## config.mk

```make
export PLATFORM = sky130hd
export DESIGN_NAME = modbus_response_frame_checker_core
export DESIGN_NICKNAME = d
export VERILOG_FILES = /design/src/mrfc_pkg.sv /design/src/mrfc_front.sv /design/src/mrfc_queue.sv /design/src/mrfc_back.sv /design/src/modbus_response_frame_checker_core.sv
export VERILOG_INCLUDE_DIRS = /design/src /design/src/src
export SDC_FILE = /design/constraint.sdc
export NUM_CORES = 1
export LEC_CHECK = 0
export BUFFER_PORTS_ARGS = -buffer_cell sky130_fd_sc_hd__buf_2
export CORE_MARGIN = 2
export CORE_UTILIZATION = 55
export CTS_BUF_LIST = sky130_fd_sc_hd__clkbuf_8
export CTS_CLUSTER_DIAMETER = 80
export DETAILED_ROUTE_END_ITERATION = 8
export GPL_ROUTABILITY_DRIVEN = 0
export PLACE_DENSITY = 0.74
export SLEW_MARGIN = 20
export SYNTH_ARGS = -nofsm -noshare
export SYNTH_HDL_FRONTEND = slang
export SYNTH_SLANG_ARGS = --single-unit
```

## constraint.sdc

```tcl
create_clock -name aclk -period 8.3 [get_ports aclk]
set_input_delay 0.415 -clock aclk [delete_from_list [all_inputs] [get_ports aclk]]
set_output_delay 0.415 -clock aclk [all_outputs]
set_load 0.02 [all_outputs]
```

## src/modbus_response_frame_checker_core_macros.svh

```systemverilog
// Assertion macros shared by the frame checker RTL.
// Depends on nothing; included by the modules that carry assertions.
`ifndef MODBUS_RESPONSE_FRAME_CHECKER_CORE_MACROS_SVH
`define MODBUS_RESPONSE_FRAME_CHECKER_CORE_MACROS_SVH

// Condition c must hold in the same cycle as a.
`define MRFC_ASSERT_SAME(label, clk, rstn, a, c, msg) \
    label: assert property (@(posedge clk) disable iff (!(rstn)) (a) |-> (c)) \
        else $error(msg);

// Condition c must hold in the cycle after a.
`define MRFC_ASSERT_NEXT(label, clk, rstn, a, c, msg) \
    label: assert property (@(posedge clk) disable iff (!(rstn)) (a) |=> (c)) \
        else $error(msg);

`endif

```

## src/mrfc_pkg.sv

```systemverilog
// Package for the Modbus response frame checker: beat types, frame record,
// CRC-16 byte update and protocol constants. Depends on nothing.
`default_nettype none

package mrfc_pkg;

    localparam logic [15:0] CRC_INIT  = 16'hFFFF;
    localparam logic [15:0] CRC_POLY  = 16'hA001;
    localparam logic [7:0]  EXC_MASK  = 8'hF0;
    localparam logic [7:0]  EXC_CODE  = 8'h80;
    localparam logic [7:0]  FC_MASK   = 8'h0F;
    localparam logic [7:0]  FC_WRITE  = 8'h06;
    localparam logic [7:0]  FC_READ   = 8'h03;
    localparam logic [2:0]  CRC_BYTES = 3'd6;
    localparam logic [2:0]  LAST_POS  = 3'd7;

    localparam logic [2:0] ST_ACCEPTED  = 3'd0;
    localparam logic [2:0] ST_CRC_ERROR = 3'd1;
    localparam logic [2:0] ST_EXCEPTION = 3'd2;
    localparam logic [2:0] ST_BAD_FC    = 3'd3;
    localparam logic [2:0] ST_UNKNOWN   = 3'd4;

    localparam logic KIND_MOTOR  = 1'b0;
    localparam logic KIND_SENSOR = 1'b1;

    localparam logic [1:0] CFG_MOTOR_ID    = 2'd0;
    localparam logic [1:0] CFG_SENSOR_ID   = 2'd1;
    localparam logic [1:0] CFG_SENSOR_ADDR = 2'd2;

    localparam logic [7:0]  MOTOR_ID_RESET    = 8'd1;
    localparam logic [7:0]  SENSOR_ID_RESET   = 8'd2;
    localparam logic [15:0] SENSOR_ADDR_RESET = 16'd1;

    localparam int QUEUE_DEPTH = 2;

    typedef struct packed {
        logic [7:0] rx_byte;
        logic       frame_start;
    } in_beat_t;

    typedef struct packed {
        logic [2:0]  status;
        logic        node_kind;
        logic [7:0]  function_code;
        logic [15:0] reg_address;
        logic [15:0] reply_value;
    } out_beat_t;

    typedef struct packed {
        logic [7:0]  node_id;
        logic [7:0]  function_code;
        logic [15:0] reg_address;
        logic [15:0] reply_value;
        logic        crc_ok;
    } frame_rec_t;

    typedef struct packed {
        logic [7:0]  motor_node_id;
        logic [7:0]  sensor_node_id;
        logic [15:0] sensor_value_addr;
    } cfg_t;

    function automatic logic [15:0] crc_byte(input logic [15:0] crc, input logic [7:0] b);
        logic [15:0] c;
        c = crc ^ {8'h00, b};
        for (int k = 0; k < 8; k++) begin
            c = c[0] ? ((c >> 1) ^ CRC_POLY) : (c >> 1);
        end
        return c;
    endfunction

endpackage

`default_nettype wire

```

## src/mrfc_front.sv

```systemverilog
// Front end: counts frame bytes, keeps the CRC and the first seven bytes,
// and emits one frame record per complete frame. Depends on mrfc_pkg.
`default_nettype none

module mrfc_front (
    input  wire logic              aclk,
    input  wire logic              aresetn,
    input  wire logic              beat_en,
    input  wire mrfc_pkg::in_beat_t beat,
    output logic                   rec_push,
    output mrfc_pkg::frame_rec_t   rec
);

    logic [2:0]  pos_reg, pos_next;
    logic [15:0] crc_reg, crc_next;
    logic [7:0]  store_reg [7];
    logic [2:0]  pos_eff;
    logic [15:0] crc_eff;
    logic        last_byte;

    always_comb begin
        pos_eff   = beat.frame_start ? 3'd0 : pos_reg;
        crc_eff   = beat.frame_start ? mrfc_pkg::CRC_INIT : crc_reg;
        last_byte = (pos_eff == mrfc_pkg::LAST_POS);
        pos_next  = pos_reg;
        crc_next  = crc_reg;
        if (beat_en) begin
            if (last_byte) begin
                pos_next = 3'd0;
                crc_next = mrfc_pkg::CRC_INIT;
            end else begin
                pos_next = pos_eff + 3'd1;
                crc_next = (pos_eff < mrfc_pkg::CRC_BYTES) ?
                           mrfc_pkg::crc_byte(crc_eff, beat.rx_byte) : crc_eff;
            end
        end
    end

    always_ff @(posedge aclk) begin
        if (!aresetn) begin
            pos_reg <= 3'd0;
            crc_reg <= mrfc_pkg::CRC_INIT;
        end else begin
            pos_reg <= pos_next;
            crc_reg <= crc_next;
        end
    end

    always_ff @(posedge aclk) begin
        if (beat_en && !last_byte) begin
            store_reg[pos_eff] <= beat.rx_byte;
        end
    end

    assign rec_push          = beat_en && last_byte;
    assign rec.node_id       = store_reg[0];
    assign rec.function_code = store_reg[1];
    assign rec.reg_address   = {store_reg[2], store_reg[3]};
    assign rec.reply_value   = {store_reg[4], store_reg[5]};
    assign rec.crc_ok        = ({store_reg[6], beat.rx_byte} == crc_reg);

endmodule

`default_nettype wire

```

## src/mrfc_queue.sv

```systemverilog
// Small FIFO of frame records between the front end and the classifier.
// Depends on mrfc_pkg and the assertion macro header.
`default_nettype none
`include "modbus_response_frame_checker_core_macros.svh"

module mrfc_queue #(
    parameter int DEPTH = mrfc_pkg::QUEUE_DEPTH
) (
    input  wire logic                 aclk,
    input  wire logic                 aresetn,
    input  wire logic                 push,
    input  wire mrfc_pkg::frame_rec_t push_rec,
    output logic                      full,
    output logic                      head_valid,
    output mrfc_pkg::frame_rec_t      head_rec,
    input  wire logic                 pop
);

    localparam int AW = (DEPTH > 1) ? $clog2(DEPTH) : 1;
    localparam int CW = $clog2(DEPTH + 1);

    mrfc_pkg::frame_rec_t mem_reg [DEPTH];
    logic [AW-1:0] wr_ptr_reg, wr_ptr_next;
    logic [AW-1:0] rd_ptr_reg, rd_ptr_next;
    logic [CW-1:0] count_reg, count_next;

    always_comb begin
        wr_ptr_next = wr_ptr_reg;
        rd_ptr_next = rd_ptr_reg;
        count_next  = count_reg;
        if (push) begin
            wr_ptr_next = (wr_ptr_reg == AW'(DEPTH - 1)) ? '0 : wr_ptr_reg + AW'(1);
        end
        if (pop) begin
            rd_ptr_next = (rd_ptr_reg == AW'(DEPTH - 1)) ? '0 : rd_ptr_reg + AW'(1);
        end
        if (push && !pop) begin
            count_next = count_reg + CW'(1);
        end else if (pop && !push) begin
            count_next = count_reg - CW'(1);
        end
    end

    always_ff @(posedge aclk) begin
        if (!aresetn) begin
            wr_ptr_reg <= '0;
            rd_ptr_reg <= '0;
            count_reg  <= '0;
        end else begin
            wr_ptr_reg <= wr_ptr_next;
            rd_ptr_reg <= rd_ptr_next;
            count_reg  <= count_next;
        end
    end

    always_ff @(posedge aclk) begin
        if (push) begin
            mem_reg[wr_ptr_reg] <= push_rec;
        end
    end

    assign full       = (count_reg == CW'(DEPTH));
    assign head_valid = (count_reg != '0);
    assign head_rec   = mem_reg[rd_ptr_reg];

    `MRFC_ASSERT_SAME(a_no_overflow, aclk, aresetn, push, !full || pop, "queue overflow")
    `MRFC_ASSERT_SAME(a_no_underflow, aclk, aresetn, pop, head_valid, "queue underflow")
    `MRFC_ASSERT_SAME(a_count_range, aclk, aresetn, 1'b1, count_reg <= CW'(DEPTH), "bad count")
    `MRFC_ASSERT_NEXT(a_push_grows, aclk, aresetn, push && !pop, head_valid, "push lost")

endmodule

`default_nettype wire

```

## src/mrfc_back.sv

```systemverilog
// Back end: classifies queued frame records and holds the result beat in an
// output register until it is taken. Depends on mrfc_pkg.
`default_nettype none

module mrfc_back (
    input  wire logic                 aclk,
    input  wire logic                 aresetn,
    input  wire mrfc_pkg::cfg_t       cfg,
    input  wire logic                 head_valid,
    input  wire mrfc_pkg::frame_rec_t head_rec,
    output logic                      pop,
    output logic                      m_valid,
    input  wire logic                 m_ready,
    output mrfc_pkg::out_beat_t       m_data
);

    logic                valid_reg, valid_next;
    mrfc_pkg::out_beat_t data_reg;
    mrfc_pkg::out_beat_t result;
    logic                is_exc;
    logic [7:0]          fc_low;

    always_comb begin
        is_exc = ((head_rec.function_code & mrfc_pkg::EXC_MASK) == mrfc_pkg::EXC_CODE);
        fc_low = head_rec.function_code & mrfc_pkg::FC_MASK;
        result.function_code = head_rec.function_code;
        result.reg_address   = head_rec.reg_address;
        result.reply_value   = head_rec.reply_value;
        result.node_kind     = mrfc_pkg::KIND_MOTOR;
        if (!head_rec.crc_ok) begin
            result.status = mrfc_pkg::ST_CRC_ERROR;
        end else if (head_rec.node_id == cfg.motor_node_id) begin
            if (is_exc) begin
                result.status = mrfc_pkg::ST_EXCEPTION;
            end else if (fc_low == mrfc_pkg::FC_WRITE || fc_low == mrfc_pkg::FC_READ) begin
                result.status = mrfc_pkg::ST_ACCEPTED;
            end else begin
                result.status = mrfc_pkg::ST_BAD_FC;
            end
        end else if (head_rec.node_id == cfg.sensor_node_id) begin
            result.node_kind = mrfc_pkg::KIND_SENSOR;
            if (is_exc) begin
                result.status = mrfc_pkg::ST_EXCEPTION;
            end else if (fc_low == mrfc_pkg::FC_READ &&
                         head_rec.reg_address == cfg.sensor_value_addr) begin
                result.status = mrfc_pkg::ST_ACCEPTED;
            end else begin
                result.status = mrfc_pkg::ST_BAD_FC;
            end
        end else begin
            result.status = mrfc_pkg::ST_UNKNOWN;
        end
    end

    assign pop = head_valid && (!valid_reg || m_ready);

    always_comb begin
        valid_next = valid_reg;
        if (pop) begin
            valid_next = 1'b1;
        end else if (m_ready) begin
            valid_next = 1'b0;
        end
    end

    always_ff @(posedge aclk) begin
        if (!aresetn) begin
            valid_reg <= 1'b0;
        end else begin
            valid_reg <= valid_next;
        end
    end

    always_ff @(posedge aclk) begin
        if (pop) begin
            data_reg <= result;
        end
    end

    assign m_valid = valid_reg;
    assign m_data  = data_reg;

endmodule

`default_nettype wire

```

## src/modbus_response_frame_checker_core.sv

```systemverilog
// Modbus RTU response frame checker, top level: configuration registers,
// front end, record queue and classifier. Depends on mrfc_pkg and submodules.
//
// Usage: frame bytes enter on the s_ channel, one byte per beat, with
// frame_start marking the first byte of a frame. Eight bytes make a frame;
// the CRC-16 over the first six is compared with the last two. After the
// eighth byte one result beat leaves on the m_ channel with a status, the
// node kind and the raw function code, address and value fields.
// Throughput: one byte per cycle while s_ready is high; the CRC byte update
// is a single unrolled step in the front end. The edge that accepts the
// eighth byte writes the queue; a later edge, once the output register is
// empty or being taken, loads the classifier's output register and m_valid.
// The queue holds QUEUE_DEPTH frame records; when it fills because the
// receiver holds m_ready low, s_ready drops until a record moves on.
// Reset (aresetn low at a clock edge) clears the byte count, the CRC, the
// queue and the output valid, and loads the register defaults: motor node 1,
// sensor node 2, sensor address 1. Register writes take effect at once and
// are meant for an idle block.
`default_nettype none

module modbus_response_frame_checker_core #(
    parameter int QUEUE_DEPTH = mrfc_pkg::QUEUE_DEPTH
) (
    input  wire logic                aclk,
    input  wire logic                aresetn,
    input  wire logic                s_valid,
    output logic                     s_ready,
    input  wire mrfc_pkg::in_beat_t  s_data,
    output logic                     m_valid,
    input  wire logic                m_ready,
    output mrfc_pkg::out_beat_t      m_data,
    input  wire logic                cfg_wr_en,
    input  wire logic [1:0]          cfg_index,
    input  wire logic [15:0]         cfg_wdata
);

    mrfc_pkg::cfg_t       cfg_reg, cfg_next;
    mrfc_pkg::frame_rec_t rec;
    mrfc_pkg::frame_rec_t head_rec;
    logic                 rec_push;
    logic                 q_full;
    logic                 head_valid;
    logic                 pop;

    always_comb begin
        cfg_next = cfg_reg;
        if (cfg_wr_en) begin
            case (cfg_index)
                mrfc_pkg::CFG_MOTOR_ID:    cfg_next.motor_node_id     = cfg_wdata[7:0];
                mrfc_pkg::CFG_SENSOR_ID:   cfg_next.sensor_node_id    = cfg_wdata[7:0];
                mrfc_pkg::CFG_SENSOR_ADDR: cfg_next.sensor_value_addr = cfg_wdata;
                default:                   cfg_next = cfg_reg;
            endcase
        end
    end

    always_ff @(posedge aclk) begin
        if (!aresetn) begin
            cfg_reg.motor_node_id     <= mrfc_pkg::MOTOR_ID_RESET;
            cfg_reg.sensor_node_id    <= mrfc_pkg::SENSOR_ID_RESET;
            cfg_reg.sensor_value_addr <= mrfc_pkg::SENSOR_ADDR_RESET;
        end else begin
            cfg_reg <= cfg_next;
        end
    end

    assign s_ready = !q_full;

    mrfc_front u_front (
        .aclk     (aclk),
        .aresetn  (aresetn),
        .beat_en  (s_valid && s_ready),
        .beat     (s_data),
        .rec_push (rec_push),
        .rec      (rec)
    );

    mrfc_queue #(
        .DEPTH (QUEUE_DEPTH)
    ) u_queue (
        .aclk       (aclk),
        .aresetn    (aresetn),
        .push       (rec_push),
        .push_rec   (rec),
        .full       (q_full),
        .head_valid (head_valid),
        .head_rec   (head_rec),
        .pop        (pop)
    );

    mrfc_back u_back (
        .aclk       (aclk),
        .aresetn    (aresetn),
        .cfg        (cfg_reg),
        .head_valid (head_valid),
        .head_rec   (head_rec),
        .pop        (pop),
        .m_valid    (m_valid),
        .m_ready    (m_ready),
        .m_data     (m_data)
    );

endmodule

`default_nettype wire
```

# --- Word-level counts from Yosys, hierarchy flattened ---
# Memory sizes are Yosys's and may differ from the RTL's. A register that Yosys moved wholly into a read port is not among the register bits.
# Index checks and enable logic that the tools add are counted.
op_classes:
  n_addsub: 5
  n_lt_le_gt_ge: 1
  eq_ne: 11
  n_mux: 32
  bitwise_logic: 10
  n_reduce_logical: 22
ops:
  columns: ["op", "count"]
  rows:
  - ["$mux W16", 11]
  - ["$eq A16 B16 Y1", 2]
  - ["$not A2 Y3", 8]
  - ["$eq A8 B8 Y1", 2]
  - ["$xor A16 B8 Y16", 1]
  - ["$mux W3", 5]
  - ["$mux W1", 11]
  - ["$mux W2", 5]
  - ["$logic_and A1 B1 Y1", 7]
  - ["$reduce_and A2 Y1", 3]
  - ["$reduce_bool A2 Y1", 3]
  - ["$logic_not A1 Y1", 5]
  - ["$eq A2 B2 Y1 const B", 2]
  - ["$eq A4 B2 Y1 const B", 1]
  - ["$eq A4 B3 Y1 const B", 1]
  - ["$eq A4 B4 Y1 const B", 1]
  - ["$add A3 B1 Y3 const B", 1]
  - ["$eq A3 B3 Y1 const B", 1]
  - ["$lt A3 B3 Y1 const B", 1]
  - ["$add A1 B1 Y1 const B", 2]
  - ["$add A2 B1 Y2 const B", 1]
  - ["$eq A2 B1 Y1 const B", 1]
  - ["$logic_not A2 Y1", 1]
  - ["$logic_or A1 B1 Y1", 2]
  - ["3 further kinds", 3]
totals:
  regBits: 100
  mem_bits_rw: 154
  in_bits: 32
  wordCells: 97
  memories: 2
memory_table:
  columns: ["name", "depth", "word_bits", "read_ports", "rd_clocked_by_memory_dff", "wr", "line", "text"]
  rows:
  - ["u_queue.mem_reg", 2, 49, 1, 1, 1, "mrfc_queue.sv:22", "mrfc_pkg::frame_rec_t mem_reg [DEPTH];"]
  - ["u_front.store_reg", 7, 8, 7, 0, 1, "mrfc_front.sv:16", "logic [7:0] store_reg [7];"]

# --- Logic depth before layout (Yosys ltp) ---
logic_depth:
  depth_word: 20
  ltp_mapped: 11
  ltp_nobuf: 10

# --- By module ---
# Synthesis repeated with hierarchy kept, for this count alone.
hier_totals:
  hier_cells: 625
  area_unflattened_um2: 9878.2
modules_own_cells:
  columns: ["module", "n_inst", "cells_per_inst", "area_each_um2"]
  rows:
  - ["mrfc_queue", 1, 174, 3753.6]
  - ["mrfc_front", 1, 215, 3040.4]
  - ["mrfc_back", 1, 108, 1826.8]
  - ["modbus_response_frame_checker_core", 1, 128, 1257.5]

# --- Worst setup path before layout ---
# Ideal clock, no wire load.
synth_timing:
  kind: "input-to-reg"
  from: "input port s_data[0] in the netlist's numbering"
  to: "memory u_queue.mem_reg[0][0] in the netlist's numbering (enable)"
  setup_ps: 456
  arrival_time_ps: 3340
  required_ps: 7844
  slack_ps: 4504
  path_stages: 7
  path_buffers: 1
  path_cell_list: "clkbuf_1 > nand2b_1 > inv_1 > ha_1 > ha_1 > nand2_1 > nor2_1"
synth_between:
  elab_chain_cells: 5
synth_lines:
  columns: ["item", "line", "text"]
  rows:
  - ["start: declaration", "modbus_response_frame_checker_core.sv:28", "input wire mrfc_pkg::in_beat_t s_data,"]
  - ["$mux W3", "mrfc_front.sv:22", "pos_eff = beat.frame_start ? 3'd0 : pos_reg;"]
  - ["$eq A3 B3 Y1", "mrfc_front.sv:24", "last_byte = (pos_eff == mrfc_pkg::LAST_POS);"]
  - ["$logic_and A1 B1 Y1", "mrfc_front.sv:55", "assign rec_push = beat_en && last_byte;"]
  - ["$mux W1", "mrfc_queue.sv:57", "if (push) begin"]
  - ["$mux W1 (implied by the code)", "mrfc_queue.sv:58", "mem_reg[wr_ptr_reg] <= push_rec;"]
  - ["end: declaration", "mrfc_queue.sv:22", null]
# No other way between the ends.

==> results.md <==
- The run finished with clean final reports.
- The share of layout cells above drive strength 1 is 0.247.
- Summed over all layers, the global routing overflow is 0.
- The effective utilization at floorplan is 0.562.
- The upper clock frequency limit is 342 MHz.
- The worst setup path is captured at a flip-flop.
- The max-slew violation total from the final report is 0.
- The worst reg-to-reg path cell count is 8.
- The finished layout holds 993 standard cells, fillers aside.
- By count the netlist is led by sky130_fd_sc_hd__edfxtp_1 (198), sky130_fd_sc_hd__nand2_1 (65), sky130_fd_sc_hd__xnor2_1 (65).
- Among all flip-flop cells after synthesis, the most frequent one is sky130_fd_sc_hd__edfxtp_1.
- The total global-route track usage is 0.202.
- After clock tree synthesis, the repair step resized 0 gates.
- Yosys instantiated no cell more often than sky130_fd_sc_hd__edfxtp_1.
- Summed over all instances, the cell type with the most area after synthesis is sky130_fd_sc_hd__edfxtp_1.
- The wire length of the first global-routing pass is 28100 um.
- Once detailed placement completed, the half-perimeter wirelength came to 11600 um.
- STA puts the critical path data arrival time at 3.19 ns.
- The final period utilization is 0.352.
- The placement row count is 48.
- For this run, global-route usage on met1 was measured as 0.257.
- Buffers added to address setup during post-CTS repair amount to 0.
- The number of buffers created by CTS is 41.
- The master of the slowest instance on the critical path is sky130_fd_sc_hd__buf_4.
- In this run the tightest slew margin relative to its limit is 0.267.
- The clock insertion delay at the later pin of the skew report is 0.53 ns.
- The number of instances in the synthesized netlist is 631.
- For this run, the number of Yosys warnings is 0.
- The synthesized flop and latch total is 255.
- On the final layout, the worst clock skew is 0.0206 ns.
- Dividing total power by cell area gives a power density of 291 mW/mm^2.
- On the final layout, the worst hold slack is 0.140 ns.
- In the final timing run, aggregate negative setup slack is 0 ns.
- The repair_antennas step left the layout with diodes totalling 0.
- The number of nets in the final layout is 772.
- The highest-utilization routing layer at the global route stage is met2.
- The floorplan step defined a die boundary enclosing 0.0187 sq mm.
- The share of flip-flops with an asynchronous set or reset is 0.
- The number of flip-flops in the largest register is 98.
- The slew of the pin with the lowest slew margin is 1.09 ns.
- The area share of and/or/nand/nor cells after synthesis is 0.0720.
- The synthesized net count is 666.
- The kind of start point of the critical path is a flip-flop.
- The reported leakage power is 3.95 nW.
- The fraction of the mapped netlist area in compound gates came to 0.0260.
- The number of global-route vias before repair is 5322.
- The first routing iteration left 405 violations.
- Setup repair after global routing left no endpoint under its margin.
- Using the TritonRoute via totals, the vias-per-cell ratio works out to 5.34.
- Of the total synthesized cell area, the portion taken by XOR and XNOR cells is 0.0770.
- The I/O pin total is 78.
- A synthesized cell averages 15.3 sq um.
- For this run, the register share of the synthesized area comes to 0.732.
- The cts-stage hold buffer count is 0.
- The global routing met3 resource utilization is 0.0378.
- Once detail routing completed, the nets flagged for antenna violations numbered 0.
- Yosys attributes the largest share of cell area to sky130_fd_sc_hd__edfxtp_1 (61%), sky130_fd_sc_hd__dfxtp_1 (12%), sky130_fd_sc_hd__xnor2_1 (5.9%), sky130_fd_sc_hd__mux2_2 (4.7%), sky130_fd_sc_hd__nand2_1 (2.5%).
- In this design, the stage delay of the slowest critical-path cell is 0.60 ns.
- The critical path ends at u_back.m_data[42]$_SDFFCE_PN0P_.
- The post-synthesis share of cell area spent on full adders, half adders and majority gates is 0.00388.
- The final setup violation count is 0.
- The final count of hold timing violations came to 0.
- The reg2reg setup slack is 5.38 ns.
- After layout, the minimum clock period comes to 2.92 ns.
- The cell count after placement is 919.
- The type of the tightest min-delay check is input pin to flip-flop.
- Of all nets on the critical path, the largest fanout is 51.
- The combinational family with the most area after synthesis is XOR/XNOR gates.
- The capture instance of the worst register-to-register path is u_back.m_data[42]$_SDFFCE_PN0P_.
- After filler insertion, the fill cell instance count of the layout stands at 1232.
- The number of flops mapped to enable cells by yosys is 198.
- The width of the die is 137 um.
- The critical path in this run is classified as flip-flop to flip-flop.
- The post-synth design cell area is 0.00968 sq mm.
- The global-route track usage on met2 is 0.344.
- Compared with the post-synthesis result, the final layout area differs by 14.3%.
- The count of cell types in the netlist is 44.
- The H-tree was split into 2 levels.
- For this block, the routed nets add up to 18500 um of wire.
- The share of synthesized area in the top cell type comes to 0.614.
- The detailed router placed 5299 vias in this run.
- Max-cap violations in this run came to 0.
- Walking the worst path, the cells encountered are buf_4, mux2_2, xnor2_1, nand4_1, or4_1, nor4_1, o21ai_0, and3_1.
- The multiplexer area fraction after synthesis is 0.0739.
- The number of DRC violations after detailed routing is 0.
- The number of detailed-routing iterations run before antenna repair is 5.
- The root buffer cell is sky130_fd_sc_hd__clkbuf_8.
- The total power is 3.23 mW.
- VDD sags by at most 0.333 mV.
- The core region is 0.0172 sq mm.
- The largest net degree at the start of global routing is 52.
- TritonCTS built the clock tree.
- The y dimension of the die is 137 um.
- The sink count of the clock tree is 255.
- The endpoint required time on the critical path is 8.57 ns.
- The number of antenna violations at the first check in global routing was 0.
- In the final routed layout, each cell accounts on average for 18.6 um.
- The clock transition at the registers of the reported paths is 0.06 ns.
- The number of buffers on the longest clock path is 3.
- Buffers placed on the I/O ports in this run total 77.
## placed cells by master, fill, tap and decap left out, drive strengths merged, types with 19 or more instances in the layout
cell type,n
inv,30
dfxtp,57
buf,87
clkbuf,45
nand2,65
edfxtp,198
mux2i,25
a21oi,19
nor2,43
mux2,40
xnor2,65
## metal layers
metal | up-vias | routed length, um | part of all wire
met3 | 38 | 1080 | 0.058
met4 | 0 | 410 | 0.022
met2 | 169 | 9300 | 0.50
met5 | - | 0 | 0
li1 | 2502 | - | -
met1 | 2590 | 7720 | 0.42
## power breakdown
part / switching (mW) / internal, mW / total, mW
combinational: 0.422 / 0.256 / 0.678
sequential: 0.0513 / 1.55 / 1.60
clock: 0.456 / 0.496 / 0.952
total: 0.929 / 2.30 / 3.23
## kinds of logic after synthesis
family / after synthesis
AOI/OAI and AO/OA: 41
adders and majority gates: 3
muxes: 65
DFF: 255
and+or+nand+nor: 152
xor gates and xnor gates: 82
buffers and inverters: 33
## worst min-delay path by stage
stage	start	endpoint	depth (start not counted)
2_1_floorplan	u_front.store_reg[4][1]$_DFFE_PP_	u_queue.mem_reg[0][10]$_DFFE_PP_	0
3_3_place_gp	u_front.store_reg[3][1]$_DFFE_PP_	u_queue.mem_reg[1][18]$_DFFE_PP_	0
3_5_place_dp	u_front.store_reg[3][4]$_DFFE_PP_	u_queue.mem_reg[0][21]$_DFFE_PP_	0
4_1_cts	cfg_wdata[10]	cfg_reg[10]$_SDFFE_PN0P_	3
5_1_grt	cfg_wdata[8]	cfg_reg[8]$_SDFFE_PN0P_	3
6_report	cfg_wdata[8]	cfg_reg[8]$_SDFFE_PN0P_	3
## area by class of cell
type,count,area (sq um),share of cell area
Inverter,9,33.8,0.00305
Sequential cell,255,7090,0.640
Timing Repair Buffer,87,460,0.0416
Clock buffer,45,619,0.0559
Multi-Input combinational cell,343,2470,0.223
Tap cell,225,282,0.0254
Clock inverter,29,116,0.0105
## per-stage QoR
step | utilization | setup WS [ns] | cell area [sq um]
floorplan | - | 4.50 | 9680
global placement | 0.599 | 5.42 | 10300
detailed placement | 0.599 | 5.10 | 10300
CTS | 0.642 | 5.38 | 11100
global route | 0.642 | 5.18 | 11100
finish | 0.642 | 5.38 | 11100
## critical path, delay by kind of cell (launching register included)
kind / cells / cell delay, ns
muxes: 1 / 0.43
xor gates and xnor gates: 1 / 0.20
and+or+nand+nor: 4 / 1.00
AOI/OAI and AO/OA: 1 / 0.12
DFF: 1 / 0.31
buffers and inverters: 1 / 0.60
Power figures use the tool's default switching activity.
